**config.mk**
```make
export PLATFORM = sky130hd
export DESIGN_NAME = nfc_ram
export DESIGN_NICKNAME = d
export VERILOG_FILES = /design/src/nfc_ram.sv
export SDC_FILE = /design/constraint.sdc
export NUM_CORES = 2
export LEC_CHECK = 0
export BUFFER_PORTS_ARGS = -buffer_cell sky130_fd_sc_hd__buf_2
export CORE_ASPECT_RATIO = 0.9
export CORE_MARGIN = 10
export CORE_UTILIZATION = 57
export CTS_CLUSTER_DIAMETER = 60
export DETAILED_ROUTE_END_ITERATION = 10
export GPL_TIMING_DRIVEN = 0
export PLACE_DENSITY_LB_ADDON = 0.08
export SYNTH_ARGS = -nofsm -noshare
export SYNTH_HDL_FRONTEND = slang
export SYNTH_SLANG_ARGS = --single-unit
```
**constraint.sdc**
```tcl
create_clock -name clk -period 2.29 [get_ports clk]
set_input_delay 0.458 -clock clk [delete_from_list [all_inputs] [get_ports clk]]
set_output_delay 0.458 -clock clk [all_outputs]
set_load 0.02 [all_outputs]
```
**src/nfc_ram.sv**
```systemverilog
// ----------------------------------------------------------------------------
// nfc_ram
// generic simple dual port ram, one write and one registered read port
// ----------------------------------------------------------------------------
module nfc_ram #(
    parameter int WIDTH = 8,
    parameter int DEPTH = 256
) (
    input  logic                     clk,
    input  logic                     we,
    input  logic [$clog2(DEPTH)-1:0] waddr,
    input  logic [WIDTH-1:0]         wdata,
    input  logic [$clog2(DEPTH)-1:0] raddr,
    output logic [WIDTH-1:0]         rdata
);

    logic [WIDTH-1:0] mem [DEPTH];

    always_ff @(posedge clk)
    begin
        if (we)
        begin
            mem[waddr] <= wdata;
        end
        rdata <= mem[raddr];
    end

endmodule

```
Word level (Yosys, flattened, before mapping)
Memories as Yosys holds them, arrays and structs flattened. A register that Yosys moved wholly into a read port is not among the register bits.
Index checks and enable logic that the tools add are counted.

storage, ports and cells
  register bits = 0
  bits in latches = 0
  memory bits (writable) = 2,048
  bits in read-only memories = 0
  input bits = 26
  output and inout bits = 8
  memories = 1

memory list
  memory  depth  bits a word  rd ports  clocked after memory_dff  wr ports  line  RTL
  mem     256    8            1         1                         1         17    logic [WIDTH-1:0] mem [DEPTH];

operators by class
  $add $sub $neg = 0
  $mul = 0
  div/mod/pow operators = 0
  $lt $le $gt $ge = 0
  equality and inequality tests = 0
  shift-type cells = 0
  muxes and demuxes = 2
  bitwise operators = 0
  reductions and logical operators = 0

operator list
  kind     count
  $mux W1  2

Depth between registers and ports, before layout
  word-level depth = 2
  gate-level depth with buffers = 11
  mapped depth without buffers = 6

Worst setup path after synthesis
Ideal clock, no wire load.

  path type = input to register
  start = in raddr[0]
  end = reg rdata[2], read port of mem
  setup time = 131 ps
  data arrival time = 2,265 ps
  setup slack = -106 ps
  cell stages on the path = 9
  cells stage by stage = buf_6 > buf_12 > buf_8 > buf_2 > mux4_2 > a22oi_1 > a21oi_1 > nor4_1 > nor4_2

RTL lines
  item         line  RTL
  from (decl)  13    input logic [$clog2(DEPTH)-1:0] raddr,
  to (decl)    14    output logic [WIDTH-1:0] rdata

Worst setup path after layout
  start = in waddr[4]
  end = mem mem[78][2], enable pin

RTL lines
  item         line  RTL
  from (decl)  11    input logic [$clog2(DEPTH)-1:0] waddr,
  to (decl)    17

Straight into the memory's write port.

==> run metrics <==
status=finished with violations; violated checks=negative setup slack; Clock Tree Buf Depth=3; largest family of logic cells by synthesized area=multiplexers; drt first-iter violations=between 7000 and 8000; R2R setup slack=-0.12 ns; GRT Resource Usage Total=a little under a third; H-tree levels=4; cells after synthesis=roughly 3700; HPWL after detailed placement=157 mm; Min Clock Period, post-route=approximately 2.5 ns; critical path's largest stage delay=around 0.63 ns; drt first pass iters=5; Final Setup Violations=approximately 650; fmax=~400 MHz; io pins=34; antenna viol nets, final=0; Synth Area in Compound Gates=under 10%; min-delay worst type=primary input to register; area fraction in and, or, nand and nor cells after synthesis=under 10%; Cell Chain, Critical Path=buf_2, nor2_1, nand2_1, clkbuf_1, nor2_2; largest net degree at the start of global routing=149; Worst-Margin Slew=between 1 and 1.5 ns; die footprint=155000 sq um; Hold EP=mem[143][2]; first-pass GRT wire length=roughly 330 mm; antenna violations before repair=11; share of cells above drive strength 1=32.8%; xor/xnor share of the synthesized area=0%; CP startpoint kind=primary input; WP data arrival=around 3.0 ns; WL per Instance=just under 40 microns; Switching Share=between 20% and 30%; max_slew headroom=under 10%; crit end category=register; # clock sinks=roughly 2000; row cnt=~130; Final WS setup=-0.199 ns; Post-synth EDFFs=around 2000; largest area contributor in the netlist=edfxtp_1; fillers=approximately 9000; drt via density=between 6 and 7; Initial Utilization=approximately 58%; most frequent cell after synthesis=edfxtp_1; flops & latches, synth=2056; Netlist Area Pre-Place=a little under 80000 sq um; die width=approximately 410 microns; Clk Latency, worst-skew pair=0.85 ns; RePlAce Congestion=0.993; final hold violations=0; RSZ-0062 raised after global routing=true; crit path max-delay cell type=nor2_1; Top FF cell, synth=edfxtp_1; ratio of final minimum period to clock period=109%; Post-Synth Adder-Cell Area=0%; clock-pin slew on the worst setup and hold paths=~0.06 ns; Final Max Slew Viols=0; sequential share of power=a little over half; Die Y=374 microns; post-synthesis sequential area ratio=between 70 and 80%; Post-Route Setup TNS=-42.49 ns; cts bufs inserted=about 200; Max Cap Viol=0; peak supply drop=between 0.0007 and 0.0008 V; design area=92500 sq um; final core occ=between 60% and 70%; largest cells by area after synthesis=edfxtp_1 (77%), mux4_2 (13%), mux2i_1 (1.7%); area delta synth->final=16.2%; Post-Route WL=approximately 240 mm; Clk pwr share=41.3%; reg-to-reg critical path startpoint=mem[137][4]; nets=about 4100; Post-synth top cells=edfxtp_1 (2048), mux4_2 (454), nor2_1 (282), mux2i_1 (134), a22oi_1 (133); P_sw=around 18 mW; Crit Path Class=primary input to register; top cell type's share of synthesized area=around 77%; vias after detailed routing=~42000; # port buffers=26; count of different cell masters after synthesis=55; Leak=28.5 nW; data required time of the worst path=between 2 and 3 ns; P_int=approximately 60 mW; Clock Tree Root=clkbuf_16; worst-path maximum fanout=10; drt drc=0; vias in the first global route=just over 40000; pwr dens=about 860 nW/um^2; CTS tree=done; Synthesis Warnings=0; syn nets=3759; R2R depth=6; Post-Place Setup Slack=-3.04 ns; multiplexer share of the synthesized area=between 10 and 15%; Post-DP Area=a little over 80000 sq um; hold wc startpoint=wdata[2]; final hold slack=0.0398 ns; skew final=about 0.032 ns; core region area=~140000 sq um; hold depth=1; GR Overflow Total=0; syn avg cell area=about 21 sq um; Comb pwr share=6.4%; capturing point of the worst reg2reg path=rdata[4]; asr flop ratio synth=0%
power by group through the flow:
stage                     logic (mW)  clock network (mW)  registers, mW
final                           5.06                32.8           41.5
after global routing            5.13                34.4           41.5
after CTS                       4.86                32.8           41.5
after detailed placement        4.40                   0           42.3
after global placement          4.28                   0           42.5
after floorplan                 2.05                   0           42.3
routing by layer:
metal  part of all wire (%)  up-vias  GRT usage, %  routed length [microns]
li1                       -    16366             -                        -
met2                     45     2995          45.3                   108000
met5                 0.0087        -             0                       21
met1                     37    22197          43.9                    89700
met4                    5.3        4          13.2                    12800
met3                     13      540          9.21                    30200
critical path: cells and delay by family:
kind | cells | cell delay [ns]
simple gates | 3 | 1.78
buf+inv | 2 | 0.70
worst max-delay path by stage:
stage	start	endpoint	slack [ns]	cells after the start
after floorplan	raddr[0]	rdata[2]	-0.02	9
after global placement	raddr[1]	rdata[1]	-3.11	9
after detailed placement	raddr[2]	rdata[1]	-3.04	9
after CTS	raddr[3]	rdata[1]	-0.18	8
after global routing	waddr[7]	mem[135][7]	-0.17	6
final	waddr[4]	mem[78][2]	-0.20	5
state kept, by name, summed over array words and instances, names as in the netlist:
| signal | flops |
|---|---|
| rdata | 8 |
| mem | 2048 |
per-stage QoR:
stage | total power, mW | cells
after floorplan | 44.4 | 3733
after global placement | 46.7 | 5593
after detailed placement | 46.7 | 5604
after CTS | 79.2 | 6034
after global routing | 81.1 | 6046
final | 79.3 | 6047
cells by family (layout without fill, tap and decap cells):
group                  after synthesis  after routing
AO/OA/AOI/OAI                      385            385
AND/OR/NAND/NOR                    466            466
buffers and inverters              235            712
other                                0              3
multiplexers                       591            591
flip-flops                        2056           2056
cells in the final DEF (no fill, tap or decap), drive strengths merged, types with 6 or more instances in the layout:
cell	count
a211oi	16
a21oi	96
a221oi	14
a22o	8
a22oi	133
and2	6
buf	237
bufinv	19
clkbuf	348
clkinv	95
dfxtp	8
edfxtp	2048
inv	8
mux2i	134
mux4	456
nand2	33
nand2b	8
nand3	34
nand4	10
nor2	282
nor2b	31
nor3	22
nor4	27
o211ai	10
o21ai	12
o221ai	47
o22ai	28
cell type report:
class	count	area, sq um	share of cell area (%)
clock inverter	125	1180	1.28
buffer	227	2280	2.47
clock buffer	247	5260	5.69
timing repair buffer	111	1080	1.17
sequential	2056	61700	66.7
multi-input combinational	1442	18700	20.2
antenna	3	7.51	0.00812
inverter	2	8.76	0.00947
tap	1834	2290	2.48
timing repair:
action,in CTS,in global routing
resized for setup,653,123
hold buffers,0,0
setup endpoints to repair,1586,1443
pin swaps,59,25
buffers inserted,64,10
endpoints found under the hold margin,0,0
cloned,0,0
Power figures use the tool's default switching activity.
