===== src/nfc_pkg.sv =====
// ----------------------------------------------------------------------------
// nfc_pkg
// shared constants, codes and types of the nand flash command interface
// ----------------------------------------------------------------------------
package nfc_pkg;

    localparam int NUM_BLOCKS      = 4;
    localparam int BLK_PAGES       = 64;
    localparam int PAGE_BYTES      = 2112;

    localparam int NUM_PAGES   = NUM_BLOCKS * BLK_PAGES;
    localparam int BLOCK_BYTES = BLK_PAGES * PAGE_BYTES;
    localparam int ARRAY_BYTES = NUM_BLOCKS * BLOCK_BYTES;

    localparam int FA_W  = $clog2(ARRAY_BYTES);
    localparam int PB_W  = $clog2(PAGE_BYTES);
    localparam int CNT_W = $clog2(ARRAY_BYTES + 1);

    localparam int CFG_IDX_W = 2;
    localparam int CFG_DAT_W = 8;

    localparam logic [CFG_IDX_W-1:0] CFG_BUSY_TICKS   = 2'd0;
    localparam logic [CFG_IDX_W-1:0] CFG_STATUS_VALUE = 2'd1;

    localparam logic [7:0] CMD_READ       = 8'h00;
    localparam logic [7:0] CMD_READ_CONF  = 8'h30;
    localparam logic [7:0] CMD_RND_READ   = 8'h05;
    localparam logic [7:0] CMD_RND_CONF   = 8'hE0;
    localparam logic [7:0] CMD_PROG       = 8'h80;
    localparam logic [7:0] CMD_PROG_RND   = 8'h85;
    localparam logic [7:0] CMD_PROG_CONF  = 8'h10;
    localparam logic [7:0] CMD_ERASE      = 8'h60;
    localparam logic [7:0] CMD_ERASE_CONF = 8'hD0;
    localparam logic [7:0] CMD_STATUS     = 8'h70;
    localparam logic [7:0] CMD_RST        = 8'hFF;

    localparam logic [7:0] ERASED_BYTE = 8'hFF;
    localparam logic [7:0] COL_HI_MASK = 8'h0F;
    localparam logic [7:0] ROW_HI_MASK = 8'h03;

    localparam logic [2:0] OP_COMMAND = 3'd0;
    localparam logic [2:0] OP_ADDRESS = 3'd1;
    localparam logic [2:0] OP_WRITE   = 3'd2;
    localparam logic [2:0] OP_READ    = 3'd3;
    localparam logic [2:0] OP_TICK    = 3'd4;

    typedef struct packed {
        logic             start;
        logic [CNT_W-1:0] len;
    } sweep_ctrl_t;

    typedef struct packed {
        logic             issue;
        logic [CNT_W-1:0] issue_idx;
        logic             wr;
        logic [CNT_W-1:0] wr_idx;
        logic             done;
    } sweep_stat_t;

endpackage


===== src/nfc_sweep.sv =====
// ----------------------------------------------------------------------------
// nfc_sweep
// index sequencer for memory walks: read issue stage and write-back stage
// ----------------------------------------------------------------------------
module nfc_sweep (
    input  logic                 clk,
    input  logic                 rst_n,
    input  nfc_pkg::sweep_ctrl_t ctrl,
    output nfc_pkg::sweep_stat_t stat
);
    import nfc_pkg::*;

    logic             run_reg;
    logic [CNT_W-1:0] cnt_reg;
    logic [CNT_W-1:0] len_reg;
    logic             wr_reg;
    logic             last_reg;
    logic [CNT_W-1:0] wr_idx_reg;
    logic             at_end;

    assign at_end = (cnt_reg == len_reg - CNT_W'(1));

    always_ff @(posedge clk or negedge rst_n)
    begin
        if (!rst_n)
        begin
            run_reg    <= 1'b0;
            wr_reg     <= 1'b0;
            last_reg   <= 1'b0;
            cnt_reg    <= '0;
            len_reg    <= CNT_W'(1);
            wr_idx_reg <= '0;
        end
        else
        begin
            wr_reg     <= run_reg;
            last_reg   <= run_reg && at_end;
            wr_idx_reg <= cnt_reg;
            if (ctrl.start)
            begin
                run_reg <= 1'b1;
                cnt_reg <= '0;
                len_reg <= ctrl.len;
            end
            else if (run_reg)
            begin
                cnt_reg <= cnt_reg + CNT_W'(1);
                if (at_end)
                begin
                    run_reg <= 1'b0;
                end
            end
        end
    end

    assign stat.issue     = run_reg;
    assign stat.issue_idx = cnt_reg;
    assign stat.wr        = wr_reg;
    assign stat.wr_idx    = wr_idx_reg;
    assign stat.done      = wr_reg && last_reg;

endmodule


===== config.mk =====
export PLATFORM = sky130hd
export DESIGN_NAME = nfc_sweep
export DESIGN_NICKNAME = d
export VERILOG_FILES = /design/src/nfc_pkg.sv /design/src/nfc_sweep.sv
export SDC_FILE = /design/constraint.sdc
export NUM_CORES = 1
export LEC_CHECK = 0
export BUFFER_PORTS_ARGS = -buffer_cell sky130_fd_sc_hd__buf_2
export CORE_UTILIZATION = 58
export CTS_CLUSTER_SIZE = 12
export DETAILED_ROUTE_END_ITERATION = 10
export PLACE_DENSITY = 0.84
export SYNTH_ARGS = -nofsm -noshare
export SYNTH_HDL_FRONTEND = slang
export SYNTH_SLANG_ARGS = --single-unit

===== constraint.sdc =====
create_clock -name clk -period 6.2 [get_ports clk]
set_input_delay 1.24 -clock clk [delete_from_list [all_inputs] [get_ports clk]]
set_output_delay 1.24 -clock clk [all_outputs]
set_load 0.1 [all_outputs]

# [Yosys cells after proc, flatten, opt, wreduce, memory -nomap -nowiden]
# Cells that the tools add are included.
[op_classes] n_lt_le_gt_ge=0 eq_ne=1 addsub=2 bitwise_logic=0 mul=0 mux=5 n_shift=0 reduce_logical=3 div=0
[op_table] cell="2-to-1 mux 20 bit" count=2
[op_table] cell="adder 20 x 1 -> 20 bit (second input constant)" count=1
[op_table] cell="== test 20 bit" count=1
[op_table] cell="subtractor 20 x 1 -> 20 bit (second input constant)" count=1
[op_table] cell="2-to-1 mux 1 bit" count=3
[op_table] cell="logical AND 1 bit" count=2
[op_table] cell="nonzero test 2 bit" count=1
[totals] ramBits=0 ff_bits=63 rom_bits=0 n_memories=0 latch_bits=0

# [Depth between registers and ports, before layout]
# Gate-level depths: netlist of the first run.
[depth] ltp_word=5 depth_mapped=10

# [Least setup slack after synthesis of the first run]
# OpenSTA, ideal clock, no wires.
[synth_timing] path_type="register -> register" startpoint="reg cnt_reg[3]" endpoint="reg run_reg" path_stages_with_launch=8 t_required_ns=6.071 synth_period_minus_slack_ns=3.007 setup_slack_ns=3.193 arrival_time_ns=2.877 path_buffers=1 setup_ns=0.129 path_cell_list="dfrtp_1 -> buf_2 -> or4_1 -> a21o_1 -> a211oi_1 -> nand4_1 -> or4_1 -> o41a_1"
[synth_via] elab_chain_len=4
[synth_lines] item="start: declaration" line_no="nfc_sweep.sv:14" source="logic [CNT_W-1:0] cnt_reg;"
[synth_lines] item="start signal: assignment" line_no="nfc_sweep.sv:47" source="cnt_reg <= cnt_reg + CNT_W'(1);"
[synth_lines] item="== test 20 bit" line_no="nfc_sweep.sv:21" source="assign at_end = (cnt_reg == len_reg - CNT_W'(1));"
[synth_lines] item="2-to-1 mux 1 bit" line_no="nfc_sweep.sv:48" source="if (at_end)"
[synth_lines] item="2-to-1 mux 1 bit" line_no="nfc_sweep.sv:45" source="else if (run_reg)"
[synth_lines] item="2-to-1 mux 1 bit" line_no="nfc_sweep.sv:39" source="if (ctrl.start)"
[synth_lines] item="end signal: assignment" line_no="nfc_sweep.sv:27" source="run_reg <= 1'b0;"
[synth_lines] item="end signal: assignment" line_no="nfc_sweep.sv:41" source="run_reg <= 1'b1;"
[synth_lines] item="end signal: assignment" line_no="nfc_sweep.sv:50" source="run_reg <= 1'b0;"
[synth_lines] item="end: declaration" line_no="nfc_sweep.sv:13" source="logic run_reg;"
# Every way passes these cells.
# A chain may end at the register's enable or synchronous reset.

# [Worst setup path in the final report of the first run]
[layout_timing] startpoint="reg len_reg[1]" endpoint="reg run_reg"
[layout_via] elab_chain_len=5
[layout_lines] item="start: declaration" line_no="nfc_sweep.sv:15" source="logic [CNT_W-1:0] len_reg;"
[layout_lines] item="start signal: assignment" line_no="nfc_sweep.sv:43" source="len_reg <= ctrl.len;"
[layout_lines] item="subtractor 20 x 1 -> 20 bit" line_no="nfc_sweep.sv:21"
[layout_lines] item="== test 20 bit" line_no="nfc_sweep.sv:21"
[layout_lines] item="2-to-1 mux 1 bit" line_no="nfc_sweep.sv:48"
[layout_lines] item="2-to-1 mux 1 bit" line_no="nfc_sweep.sv:45"
[layout_lines] item="2-to-1 mux 1 bit" line_no="nfc_sweep.sv:39"
# Every way passes these cells.

==> metrics.cfg, run 1 <==
[floorplanning]
die_h_um = 74.54
core_um2 = 5075
rows = 26
initial_core_util = 0.6013
die_x_um = 74.54
ios = 66
die-area_um2 = 5555

[logic_synthesis]
yosysWarningCount = 0
synth_edf_count = 0
synth-async-reset-ratio = 1.000
synthesis.area_um2 = 3052
synth_cells = 283
avgSynthCellArea_um2 = 10.78
syn_nets = 308
synth_ff_type = dfrtp_1
ys_seq_elements = 63
yosysSeqAreaShare = 0.5170
synthDistinctLibCells = 50

[final_layout]
drive_gt1_frac = 0.3000
antenna_cells = 0
mostFrequentLayoutCells = buf_2, dfrtp_1, nor2_1
final_cell_area_um2 = 3621
final_common_cell = buf_2
final_nets = 370
syn_to_final_growth_pct = 18.66

[detailed_routing]
ant_nets = 0
wirelength_um = 6457
vias = 2378
drt_pass1_iterations = 4
drt_iter0_markers = 261
remaining_drc_errors = 0
viasPerCell = 5.662
routedWlPerCell_um = 15.37

[pwr]
vdd_ir_drop_max_uv = 185.0
p_leak_nw = 1.709
p_per_area_nw_per_um2 = 269.1

[timing]
finalCriticalPeriod_ns = 2.980
max_freq_mhz = 335.6
setup_viol = 0
fin_crit_sh = 0.4807
finalWorstSetupSlack_ns = 3.220
finalMaxSlewViolations = 0
final.setup.tns_ns = 0
skew_ns = 0.007485
rsz0062_at_grt = no
max_slew_margin = 0.4349
hold_viol_final = 0
tightest_slew_ns = 0.8477

[grt]
grt_pass1_vias = 2232
grt_pass1_wl_um = 10540
antenna_found_initial = 0
grt_util_all_layers = 0.2586
grt_max_degree = 64
overflow = 0

[setup_path]
cp_top_family = simple AND/OR/NAND/NOR gates
cp_data_required_time_ns = 6.42
setup.worst_path.start_class = flop
path_class = flop to flop
worst-path-max-fanout = 11
slowest_stage = or3b_2
worstSetupEndpointType = flop
critPathMaxStageDelay_ns = 0.50
critPathArrivalTime_ns = 3.20
crit_top_cell = or4_1
crit_buf_inv = 1
worstPathCellList = inv_1, ha_1, or3b_2, or4_1, o32ai_1, o21ai_1, or4_1, o41a_1

[clock_network]
worst_skew_pair.late_latency_ns = 0.34
cts-resized-gates = 0
clock_sinks = 63
clk_pin_slew_worst_paths_ns = 0.06
cts_root_buf = clkbuf_8
cts_tree = built
cts_setup_buffers = 0
cts_max_level = 3
ctsHoldBuffers = 0
clockBufferDepth = 2
numCtsBuffers = 9

[placement]
gp_congestion = 0.8436
pre_cts_ws_ns = 3.267
placed_area_um2 = 3397
dp_hpwl_um = 4434
port_buffers = 65

[worst_hold_path]
holdCritPathClass = flop to flop

[run_status]
run_status = completed

[run]
cap_violations = 0

[cells by family (layout without fill, tap and decap cells)]
| logic type | count (synthesis) | after routing | synth area share |
|---|---|---|---|
| flops | 63 | 63 | 0.5170 |
| compound gates | 43 | 43 | 0.09472 |
| fa+ha+maj | 2 | 2 | 0.008199 |
| simple gates | 99 | 99 | 0.1804 |
| buf+inv | 23 | 90 | 0.03444 |
| mux | 17 | 17 | 0.06191 |
| xor+xnor | 36 | 36 | 0.1033 |
[layer usage]
metal / vias up / track usage / wire length, um
met3: 16 / 0.06369 / 368
met2: 83 / 0.3944 / 3062
met1: 1148 / 0.3508 / 2870
met4: 0 / 0.1174 / 156
met5: - / 0 / 0
li1: 1131 / - / -
[final cells by class]
type | count | area, um^2
sequential | 63 | 1578
fill | 388 | 1454
multi-input combinational | 197 | 1369
timing repair buffer | 66 | 332.8
clock buffer | 13 | 158.9
tap | 70 | 87.58
clock inverter | 3 | 65.06
inverter | 8 | 30.03
[power breakdown]
| part | leakage [nW] | internal [mW] | switching [mW] |
|---|---|---|---|
| Combinational | 0.775 | 0.0456 | 0.0750 |
| Sequential | 0.820 | 0.428 | 0.0253 |
| Clock | 0.114 | 0.248 | 0.153 |
[final timing paths]
check	startpoint	to	slack (ns)	cells after the start
hold / removal	cnt_reg[13]	wr_idx_reg[13]	0.48	0
max in group asynchronous	rst_n	wr_idx_reg[3]	4.61	2
setup reg to reg	len_reg[1]	run_reg	3.22	8
setup / recovery	len_reg[1]	run_reg	3.22	8
min in group asynchronous	rst_n	wr_idx_reg[18]	1.03	2
hold reg to reg	cnt_reg[13]	wr_idx_reg[13]	0.48	0
[synth_stat cells, types with 6 or more instances]
cell      count  share of area
or3_1         6          0.012
o21ai_0      12          0.020
a21oi_1       8          0.013
clkbuf_1      9          0.011
nor2_1       25          0.031
inv_1         8         0.0098
dfrtp_1      62           0.51
nand3_1       7          0.011
xor2_1       18          0.052
nand4_1       7          0.014
xnor2_1      18          0.052
mux2_2       15          0.055
nand2_1      18          0.022
[through the flow]
stage / cells / util / hold WS [ns] / total power [mW]
after floorplan: 283 / - / 0.3732 / 0.5443
after global placement: 404 / 0.6694 / 0.4659 / 0.5752
after detailed placement: 404 / 0.6694 / 0.4728 / 0.5794
after CTS: 420 / 0.7135 / 0.4857 / 0.9794
after global routing: 420 / 0.7135 / 0.4855 / 1.008
final: 420 / 0.7135 / 0.4774 / 0.9743
Note: power is estimated with default switching activity, not from simulation.
==> inputs of run 2 (changes only) <==
Settings changed: CORE_UTILIZATION 58 to 49, PLACE_DENSITY 0.84 to 0.76.
Clock period 6.2 ns to 2.42 ns, I/O delays scaled along.
==> run 2 against run 1 <==
  * The flow now finishes with violations (setup timing)
  * Power up 140%
  * Worst setup slack worse by 3.3 ns
  * Clock power up 110%
  * Combinational power rose to 3.2 times the previous value
  * Critical path type unchanged
==> metrics.cfg, run 2 (synthesized netlist as in run 1, its figures left out) <==
[grt]
grt_pass1_wl_um = 10840
grt_util_all_layers = 0.2229
antenna_found_initial = 0
overflow = 0
grt_pass1_vias = 2239
grt_max_degree = 48

[timing]
holdWs_ns = 0.2082
max_freq_mhz = 399.4
rsz0062_at_grt = yes
skew_ns = 0.004588
hold_viol_final = 0
finalMaxSlewViolations = 0
tightest_slew_ns = 0.8309
max_slew_margin = 0.4461
fin_crit_sh = 1.035
finalCriticalPeriod_ns = 2.504
setup_viol = 2
finalWorstSetupSlack_ns = -0.08367

[floorplanning]
die_h_um = 80.92
ios = 66
rows = 28
initial_core_util = 0.5124
die-area_um2 = 6547
core_um2 = 5956
die_x_um = 80.92

[worst_hold_path]
holdCritPathClass = input port to async pin

[final_layout]
mostFrequentLayoutCells = buf_2, dfrtp_1, nor2_1
nFillCells = 488
fin_cells = 447
final_nets = 392
final_cell_area_um2 = 3854
final_common_cell = buf_2
syn_to_final_growth_pct = 26.28
register_area_um2 = 1594
antenna_cells = 0
drive_gt1_frac = 0.4032
multi_input_area_um2 = 1426

[setup_path]
r2r_start = len_reg[0]
setup.worst_path.start_class = flop
worst-path-max-fanout = 9
worstSetupEndpointType = flop
path_class = flop to flop
slowest_stage = or4_4
critPathArrivalTime_ns = 2.72
critPathMaxStageDelay_ns = 0.56
cp_data_required_time_ns = 2.64
crit_start = len_reg[0]
worstPathCellList = buf_6, or4_1, a21o_1, a211oi_2, nand4_1, or4_4, o41a_1

[clock_network]
worst_skew_pair.late_latency_ns = 0.33
clk_pin_slew_worst_paths_ns = 0.07
clockBufferDepth = 2
cts_max_level = 3
cts_root_buf = clkbuf_8
clock_sinks = 63
cts_tree = built
numCtsBuffers = 9

[run_status]
run_status = finished, violations left
failed_checks = setup timing

[pwr]
pwr-share-comb = 0.166
swShare = 0.2863
pwr-share-clk = 0.349
power_switching_mw = 0.6760
p_leak_nw = 1.792
p_int_mw = 1.686
p_seq_frac = 0.485
power_mw = 2.362
vdd_ir_drop_max_uv = 515.6
p_per_area_nw_per_um2 = 612.8

[detailed_routing]
drt_iter0_markers = 137
ant_nets = 0
viasPerCell = 5.403
wirelength_um = 6634
drt_pass1_iterations = 4
remaining_drc_errors = 0
vias = 2415
routedWlPerCell_um = 14.84

[run]
cap_violations = 0

[placement]
port_buffers = 65
placed_area_um2 = 3587
gp_congestion = 0.9312
dp_hpwl_um = 4795
placedCellCount = 427
pre_cts_ws_ns = -0.1816

[run 2: metal layers]
metal	vias up	global-route usage	wire, um
met5	-	0	0
met4	0	0.07321	95
met3	11	0.05506	350
met2	70	0.3588	3149
met1	1157	0.2937	3039
li1	1177	-	-
[run 2: stage by stage]
stage               utilization  setup TNS (ns)
floorplan                     -         -0.2597
CTS                      0.6363        -0.09068
global placement         0.6023         -0.2640
global route             0.6471         -0.2167
finish                   0.6471        -0.08584
detailed placement       0.6023         -0.3065
[run 2: worst paths after layout]
| path | cells after the start | slack, ns | endpoint |
|---|---|---|---|
| worst max register to register | 7 | -0.08 | run_reg |
| max in group asynchronous | 2 | 1.59 | cnt_reg[17] |
| worst min register to register | 0 | 0.46 | wr_idx_reg[17] |
| worst min-delay path | 1 | 0.21 | wr_idx_reg[4] |
| min in group clk | 3 | 0.35 | len_reg[1] |
| worst max-delay path | 7 | -0.08 | run_reg |
[run 2: repair_timing]
item	in CTS	in global routing
setup endpoints to repair	2	2
hold buffers	0	0
resized for setup	5	7
buffers inserted	0	4
pin swaps	5	4
[run 2: layout make-up]
type                    instances  area share
flip-flops and latches         63      0.4136
multi-input cells             197      0.3701
repair buffers                 88      0.1364
clock buffers                  11     0.03929
well taps                      75     0.02435
clock inverters                 5    0.008442
inverters                       8    0.007792
[run 2: power groups by stage]
stage / clock, mW / sequential, mW / combinational (mW)
3_3_place_gp: 0 / 1.16 / 0.362
2_1_floorplan: 0 / 1.22 / 0.190
4_1_cts: 0.843 / 1.14 / 0.377
3_5_place_dp: 0 / 1.16 / 0.369
6_report: 0.825 / 1.14 / 0.392
5_1_grt: 0.894 / 1.15 / 0.424
[run 2: worst max-delay path, delay by kind of cell (launching register included)]
| kind | cells | cell delay [ns] |
|---|---|---|
| buffers and inverters | 1 | 0.13 |
| flip-flops | 1 | 0.38 |
| AND/OR/NAND/NOR | 3 | 1.18 |
| AO/OA/AOI/OAI | 3 | 0.69 |
==> inputs of run 3 (changes only) <==
Settings changed: CAP_MARGIN set to 40, CORE_UTILIZATION 49 to 54, PLACE_DENSITY 0.76 to 0.79.
Clock period 2.42 ns to 2.8 ns, I/O delays scaled along.
==> run 3 against run 2 <==
  * The flow now finishes without violations
  * Combinational power shrank 29%
  * First-iteration DRC count shrank 5.8%
  * Critical endpoint unchanged
  * Worst hold slack gained 0.17 ns
  * Critical path depth grew 1
  * Worst setup slack gained 0.25 ns
  * Clock-buffer cell count shrank 1
  * Largest cell class unchanged
  * Routed wire length shrank 7.0%
  * Register-to-register slack gained 0.25 ns
  * Non-clock buffer count shrank 16
==> metrics.cfg, run 3 (synthesized netlist as in run 1, its figures left out) <==
[final_layout]
drive_gt1_frac = 0.3202
mostFrequentLayoutCells = buf_2, dfrtp_1, nor2_1
final_nets = 376
multi_input_area_um2 = 1381
register_area_um2 = 1579
final_common_cell = buf_2
nFillCells = 468
final_cell_area_um2 = 3647
antenna_cells = 0
syn_to_final_growth_pct = 19.52
fin_cells = 428

[setup_path]
worst-path-max-fanout = 10
worstSetupEndpointType = flop
path_class = flop to flop
crit_start = len_reg[0]
critPathArrivalTime_ns = 2.86
r2r_start = len_reg[0]
cp_data_required_time_ns = 3.02
setup.worst_path.start_class = flop

[placement]
port_buffers = 65
dp_hpwl_um = 4399
pre_cts_ws_ns = 0.1343
placedCellCount = 412
placed_area_um2 = 3446
gp_congestion = 0.8350

[detailed_routing]
drt_iter0_markers = 129
ant_nets = 0
vias = 2370
routedWlPerCell_um = 14.42
remaining_drc_errors = 0
wirelength_um = 6172
viasPerCell = 5.537
drt_pass1_iterations = 4

[pwr]
vdd_ir_drop_max_uv = 356.7
p_leak_nw = 1.720
p_per_area_nw_per_um2 = 556.4
power_mw = 2.030

[clock_network]
cts_max_level = 3
cts_setup_buffers = 0
cts-resized-gates = 0
ctsHoldBuffers = 0
worst_skew_pair.late_latency_ns = 0.34
clk_pin_slew_worst_paths_ns = 0.07
numCtsBuffers = 9
cts_root_buf = clkbuf_8
clockBufferDepth = 2
cts_tree = built
clock_sinks = 63

[timing]
finalMaxSlewViolations = 0
fin_crit_sh = 0.9423
rsz0062_at_grt = no
finalWorstSetupSlack_ns = 0.1615
finalCriticalPeriod_ns = 2.639
skew_ns = 0.009726
max_slew_margin = 0.4330
tightest_slew_ns = 0.8505
hold_viol_final = 0
max_freq_mhz = 379.0
setup_viol = 0
final.setup.tns_ns = 0

[grt]
use_met3 = 0.04524
top_usage_layer = met2
grtUsageMet1 = 0.3344
grt_max_degree = 64
overflow = 0
grt_pass1_wl_um = 10720
use_met2 = 0.3425
antenna_found_initial = 0
grt_util_all_layers = 0.2344
grt_pass1_vias = 2264

[floorplanning]
ios = 66
core_um2 = 5473
die_x_um = 77.18
die-area_um2 = 5956
rows = 27
initial_core_util = 0.5576
die_h_um = 77.18

[worst_hold_path]
holdCritPathClass = input port to async pin

[run_status]
run_status = completed

[run]
cap_violations = 0

==> run 3: cell types whose count changed in the layout (fill, tap and decap cells not counted), moves of 2 or more <==
cell        before  now
a211oi_1         1    3
a211oi_2         2    0
buf_4           18    7
buf_6            4    0
clkbuf_8        11    9
clkinvlp_4       3    1
dfrtp_1         51   61
dfrtp_2         10    1
inv_1            6    8
inv_2            2    0
==> run 3: stage by stage <==
stage	hold WS, ns	util
floorplan	0.2644	-
global placement	0.4578	0.6296
detailed placement	0.4727	0.6296
CTS	0.4015	0.6642
global route	0.4414	0.6664
finish	0.3777	0.6664
==> run 3: final timing paths <==
kind,end,slack [ns],cells past startpoint
min,wr_idx_reg[17],0.38,2
max in group asynchronous,cnt_reg[3],1.88,2
max reg2reg,run_reg,0.16,8
min in group clk,len_reg[2],0.43,3
min reg2reg,wr_idx_reg[19],0.49,0
max,run_reg,0.16,8
==> run 3: critical path: stages (launching register included) <==
cell	delay, ns
dfstp_2	0.41
inv_1	0.12
ha_4	0.17
or3b_2	0.46
or4_1	0.41
o32ai_1	0.13
o21ai_1	0.07
or4_1	0.42
o41a_1	0.32
==> run 3: power by group <==
| group | total [mW] | leakage, nW | switching [mW] | internal (mW) |
|---|---|---|---|---|
| logic | 0.277 | 0.805 | 0.167 | 0.111 |
| clock network | 0.752 | 0.0960 | 0.344 | 0.408 |
| registers | 1.00 | 0.818 | 0.0538 | 0.947 |
==> run 3: layout make-up <==
class,instances,area share
clock buffer,10,0.03499
sequential,63,0.4329
clock inverter,6,0.01681
multi-input combinational,197,0.3787
timing repair buffer,72,0.1036
tap,72,0.02470
inverter,8,0.008233
==> run 3: layer usage <==
| metal | wire length [um] | up-vias | share of wire |
|---|---|---|---|
| li1 | - | 1148 | - |
| met2 | 2725 | 77 | 0.44 |
| met5 | 0 | - | 0 |
| met3 | 324 | 14 | 0.052 |
| met1 | 2989 | 1131 | 0.48 |
| met4 | 133 | 0 | 0.022 |
